### config.mk
export PLATFORM = sky130hd
export DESIGN_NAME = mrse_compress
export DESIGN_NICKNAME = d
export VERILOG_FILES = /design/src/rtl/mrse_pkg.sv /design/src/rtl/mrse_compress.sv
export SDC_FILE = /design/constraint.sdc
export NUM_CORES = 2
export LEC_CHECK = 0
export ABC_CLOCK_PERIOD_IN_PS = 55100
export BUFFER_PORTS_ARGS = -buffer_cell sky130_fd_sc_hd__clkbuf_2
export CAP_MARGIN = 20
export CELL_PAD_IN_SITES_DETAIL_PLACEMENT = 0
export CELL_PAD_IN_SITES_GLOBAL_PLACEMENT = 1
export CORE_AREA = 2 2 406 408
export CTS_CLUSTER_SIZE = 40
export DETAILED_ROUTE_END_ITERATION = 10
export DIE_AREA = 0 0 408 410
export PLACE_DENSITY = 0.74
export SLEW_MARGIN = 15
export SYNTH_ARGS = -nofsm -noshare
export SYNTH_HDL_FRONTEND = slang
export SYNTH_SLANG_ARGS = --single-unit
export TNS_END_PERCENT = 100
### constraint.sdc
create_clock -name clk -period 55.1 [get_ports clk]
set_input_delay 16.53 -clock clk [delete_from_list [all_inputs] [get_ports clk]]
set_output_delay 16.53 -clock clk [all_outputs]
set_load 0.005 [all_outputs]
### src/rtl/mrse_pkg.sv
// Package: SHA-256 constants and shared types for the Merkle root engine
`timescale 1ns / 1ps
package mrse_pkg;

  localparam int MaxLevelsDefault = 32;

  localparam logic [255:0] ShaIv = {
    32'h6a09e667, 32'hbb67ae85, 32'h3c6ef372, 32'ha54ff53a,
    32'h510e527f, 32'h9b05688c, 32'h1f83d9ab, 32'h5be0cd19
  };

  localparam logic [7:0] TagLeaf  = 8'h00;
  localparam logic [7:0] TagInner = 8'h01;
  localparam logic [7:0] TagEmpty = 8'h02;

  function automatic logic [31:0] sha_k(input logic [5:0] i);
    logic [31:0] k;
    case (i)
      6'd0: k = 32'h428a2f98;  6'd1: k = 32'h71374491;  6'd2: k = 32'hb5c0fbcf;
      6'd3: k = 32'he9b5dba5;  6'd4: k = 32'h3956c25b;  6'd5: k = 32'h59f111f1;
      6'd6: k = 32'h923f82a4;  6'd7: k = 32'hab1c5ed5;  6'd8: k = 32'hd807aa98;
      6'd9: k = 32'h12835b01;  6'd10: k = 32'h243185be; 6'd11: k = 32'h550c7dc3;
      6'd12: k = 32'h72be5d74; 6'd13: k = 32'h80deb1fe; 6'd14: k = 32'h9bdc06a7;
      6'd15: k = 32'hc19bf174; 6'd16: k = 32'he49b69c1; 6'd17: k = 32'hefbe4786;
      6'd18: k = 32'h0fc19dc6; 6'd19: k = 32'h240ca1cc; 6'd20: k = 32'h2de92c6f;
      6'd21: k = 32'h4a7484aa; 6'd22: k = 32'h5cb0a9dc; 6'd23: k = 32'h76f988da;
      6'd24: k = 32'h983e5152; 6'd25: k = 32'ha831c66d; 6'd26: k = 32'hb00327c8;
      6'd27: k = 32'hbf597fc7; 6'd28: k = 32'hc6e00bf3; 6'd29: k = 32'hd5a79147;
      6'd30: k = 32'h06ca6351; 6'd31: k = 32'h14292967; 6'd32: k = 32'h27b70a85;
      6'd33: k = 32'h2e1b2138; 6'd34: k = 32'h4d2c6dfc; 6'd35: k = 32'h53380d13;
      6'd36: k = 32'h650a7354; 6'd37: k = 32'h766a0abb; 6'd38: k = 32'h81c2c92e;
      6'd39: k = 32'h92722c85; 6'd40: k = 32'ha2bfe8a1; 6'd41: k = 32'ha81a664b;
      6'd42: k = 32'hc24b8b70; 6'd43: k = 32'hc76c51a3; 6'd44: k = 32'hd192e819;
      6'd45: k = 32'hd6990624; 6'd46: k = 32'hf40e3585; 6'd47: k = 32'h106aa070;
      6'd48: k = 32'h19a4c116; 6'd49: k = 32'h1e376c08; 6'd50: k = 32'h2748774c;
      6'd51: k = 32'h34b0bcb5; 6'd52: k = 32'h391c0cb3; 6'd53: k = 32'h4ed8aa4a;
      6'd54: k = 32'h5b9cca4f; 6'd55: k = 32'h682e6ff3; 6'd56: k = 32'h748f82ee;
      6'd57: k = 32'h78a5636f; 6'd58: k = 32'h84c87814; 6'd59: k = 32'h8cc70208;
      6'd60: k = 32'h90befffa; 6'd61: k = 32'ha4506ceb; 6'd62: k = 32'hbef9a3f7;
      default: k = 32'hc67178f2;
    endcase
    return k;
  endfunction

  function automatic logic [31:0] rotr(input logic [31:0] x, input int n);
    return (x >> n) | (x << (32 - n));
  endfunction

  typedef struct packed {
    logic mode;
    logic [63:0] data_word;
    logic [3:0] byte_count;
    logic leaf_end;
  } in_item_t;

  typedef struct packed {
    logic [63:0] root_word;
    logic [1:0] word_index;
    logic last;
    logic overflow;
  } out_item_t;

endpackage

### src/rtl/mrse_compress.sv
// SHA-256 compression: one round per cycle over a 16-word message window
`timescale 1ns / 1ps
module mrse_compress (
  input  logic         clk,
  input  logic         rst,
  input  logic         start,
  input  logic [255:0] cv_in,
  input  logic [511:0] block,
  output logic         done,
  output logic [255:0] cv_out
);

  logic [31:0] w [16];
  logic [31:0] a, b, c, d, e, f, g, h;
  logic [5:0]  rnd;
  logic        busy;
  logic [31:0] t1, t2, s0, s1, wnew;

  always_comb begin
    t1 = h + (mrse_pkg::rotr(e, 6) ^ mrse_pkg::rotr(e, 11) ^ mrse_pkg::rotr(e, 25))
         + ((e & f) ^ (~e & g)) + mrse_pkg::sha_k(rnd) + w[0];
    t2 = (mrse_pkg::rotr(a, 2) ^ mrse_pkg::rotr(a, 13) ^ mrse_pkg::rotr(a, 22))
         + ((a & b) ^ (a & c) ^ (b & c));
    s0 = mrse_pkg::rotr(w[1], 7) ^ mrse_pkg::rotr(w[1], 18) ^ (w[1] >> 3);
    s1 = mrse_pkg::rotr(w[14], 17) ^ mrse_pkg::rotr(w[14], 19) ^ (w[14] >> 10);
    wnew = w[0] + s0 + w[9] + s1;
  end

  // done pulses after round 63; cv_out holds the new chain value from the cycle after
  always_ff @(posedge clk) begin
    if (rst) begin
      busy <= 1'b0;
      rnd  <= '0;
      done <= 1'b0;
    end else if (start) begin
      busy <= 1'b1;
      rnd  <= '0;
      done <= 1'b0;
      {a, b, c, d, e, f, g, h} <= cv_in;
      for (int i = 0; i < 16; i++) w[i] <= block[511 - 32*i -: 32];
      cv_out <= cv_in;
    end else if (busy) begin
      h <= g; g <= f; f <= e; e <= d + t1;
      d <= c; c <= b; b <= a; a <= t1 + t2;
      for (int i = 0; i < 15; i++) w[i] <= w[i+1];
      w[15] <= wnew;
      rnd  <= rnd + 6'd1;
      busy <= (rnd != 6'd63);
      done <= (rnd == 6'd63);
    end else begin
      done <= 1'b0;
      if (done) begin
        cv_out <= {cv_out[255:224] + a, cv_out[223:192] + b, cv_out[191:160] + c,
                   cv_out[159:128] + d, cv_out[127:96] + e, cv_out[95:64] + f,
                   cv_out[63:32] + g, cv_out[31:0] + h};
      end
    end
  end

endmodule

==> flow_summary.json <==
{
  "status": "complete, no violations",
  "dr.first_iter.drc_count": 5749,
  "holdPathStages": 2,
  "tritoncts": "done",
  "rows": 149,
  "crit_start": "start",
  "area_growth_syn_to_layout_pct": 16.23,
  "die_x_um": 408,
  "grt_pass1_wl_mm": 393.9,
  "largest_register": "w",
  "async_reset_ff_share_pct": 0,
  "syn_avg_cell_area_um2": 10.41,
  "fin_setup_tns_ns": 0,
  "port_buffers": 1027,
  "dieArea_um2": 167300,
  "largest_reg_flops": 512,
  "first_pass_iters": 6,
  "worstHoldStart": "w[1][96]",
  "routedWlPerCell_um": 27.99,
  "synth_largest_area_cell": "edfxtp_1",
  "min_period_over_period_pct": 37.97,
  "initial_core_util_pct": 42.96,
  "cp-start-kind": "input pin",
  "min_path_type": "reg2reg",
  "antenna_left": 0,
  "cts_buffers": 120,
  "placed_area_um2": 77650,
  "cts_max_level": 3,
  "timing.critical_path.required_ns": 55.68,
  "ioPinCount": 1028,
  "setup-violations-final": 0,
  "grt_overflow": 0,
  "vias": 56888,
  "cts_resized": 0,
  "cp-endpoint": "w[0][130]",
  "yosysSeqAreaShare_pct": 44.92,
  "clkTransAtPathRegs_ns": 0.06,
  "cts_sinks": 1064,
  "synthFlopType": "edfxtp_1",
  "synth_edf_count": 1024,
  "drcViolationCount": 0,
  "cts_buffer_depth": 3,
  "via_per_inst": 5.676,
  "cp-end-kind": "register",
  "synth_top_area_share_pct": 43.78,
  "finalWirelength_mm": 280.5,
  "max_slew.worst_pin.slew_ns": 1.125,
  "dp_hpwl_mm": 223.8,
  "critPathKind": "in2reg",
  "grt_pass1_vias": 55533,
  "clkLatencyLatePin_ns": 0.83,
  "cts-hold-fix-buffers": 0,
  "ys_top_cells_by_area": "edfxtp_1 (44%), ha_1 (6.9%), fa_1 (5.6%), mux2_2 (5.3%), nand2_1 (5.3%)",
  "post_cts_buffers": 0,
  "gp_congestion": 0.9954,
  "grt_max_degree": 189,
  "grt_use_total_pct": 32.52,
  "netlist_area_um2": 70240,
  "design_area_um2": 81640,
  "syn_inst": 6750,
  "ys_ff_latch": 1064,
  "root_buffer": "clkbuf_16",
  "maxSlewHeadroom_pct": 24.97,
  "r2r-start": "e[2]",
  "yosysUniqueCellTypes": 95,
  "max-cap-violations": 0,
  "antenna_found_initial": 68,
  "ys_warn_count": 0,
  "core-area_um2": 163500,
  "hold_viol": 0,
  "fmax_mhz": 47.80,
  "fp.dieH_um": 410,
  "syn_nets": 8106,
  "rr_endpoint": "a[29]",
  "period_needed_ns": 20.92,
  "finalNetCount": 9049,
  "crit_arrival_ns": 21.50,
  "rsz0062_at_grt": "no",
  "drive_gt1_share_pct": 20.96,
  "yosys-top-cells-count": "edfxtp_1 (1024), nand2_1 (985), o21ai_0 (682), inv_1 (524), ha_1 (390)",
  "skew_ns": 0.07958,
  "reg_top3": "w (512), cv_out (256)",
  "reg2reg_depth": 30,
  "yosysMostFrequentCell": "edfxtp_1",
  "critPathMaxFanout": 102,
  "drv_slew": 0,
  "r2r_setup_slack_ns": 46.00
}
routing by layer:
metal | share of wire [%] | track usage (%) | up-vias
met3 | 6.9 | 6.084 | 542
met1 | 40 | 40.28 | 27920
met2 | 48 | 54.39 | 2316
met5 | 0.090 | 0 | -
li1 | - | - | 26072
met4 | 5.6 | 16.21 | 38
final cells by class:
class	count	area, µm²
Fill cell	15306	81860
Multi-Input combinational cell	4898	35790
Sequential cell	1064	31550
Inverter	525	1971
Clock buffer	152	3143
Timing Repair Buffer	1084	5648
Tap cell	2189	2739
Antenna cell	38	95.09
Clock inverter	73	699.4
worst max-delay path, cell delays in order:
cell and delay [ns]:
buf_8 0.22, or2_2 0.42, nor2_4 0.50, buf_4 0.93, buf_4 0.75, buf_4 0.63, buf_4 0.86, mux2_2 0.42
how the worst min path moves through the flow:
stage          endpoint  slack (ns)
2_1_floorplan      done        0.46
3_3_place_gp   w[1][65]        0.50
3_5_place_dp   w[1][91]        0.50
4_1_cts        w[1][36]        0.51
5_1_grt        w[1][36]        0.53
6_report       w[1][64]        0.50
logic make-up (layout without fill, tap and decap cells):
kind of cell             Yosys count  after routing  synth area share (%)
adder cells (fa/ha/maj)          613            613                 12.90
flip-flops                      1064           1064                 44.92
AO/OA/AOI/OAI                   1745           1745                 15.34
XOR/XNOR                         573            573                 7.145
multiplexers                     349            349                 5.561
buffers and inverters            788           1834                 4.225
AND/OR/NAND/NOR                 1618           1618                 9.904
other                              0             38                     0
metrics by stage:
step / setup slack [ns] / hold WS [ns] / utilization (%) / cells
finish: 34.18 / 0.5013 / 49.93 / 10023
global route: 33.89 / 0.5294 / 49.92 / 10014
floorplan: 11.82 / 0.4634 / - / 6750
global placement: 32.98 / 0.4988 / 47.49 / 9758
detailed placement: 32.98 / 0.5020 / 47.49 / 9758
CTS: 33.86 / 0.5051 / 49.85 / 9983
layout by cell type, fill, tap and decap left out, drive strengths merged, types with 49 or more instances in the layout:
cell / n
nor3: 76
a21o: 168
o21a: 77
edfxtp: 1024
clkbuf: 1178
clkinv: 64
nor2: 230
o21ai: 691
mux2: 330
o211ai: 49
nand2b: 61
ha: 390
nand2: 985
a31oi: 57
fa: 195
buf: 58
o31ai: 65
inv: 524
xnor2: 377
a211oi: 51
nand3: 75
a21oi: 360
xor2: 196
Power is left out: the tool's default activity adds up to more than one toggle a clock period on the data nets, which glitch-free logic cannot reach.
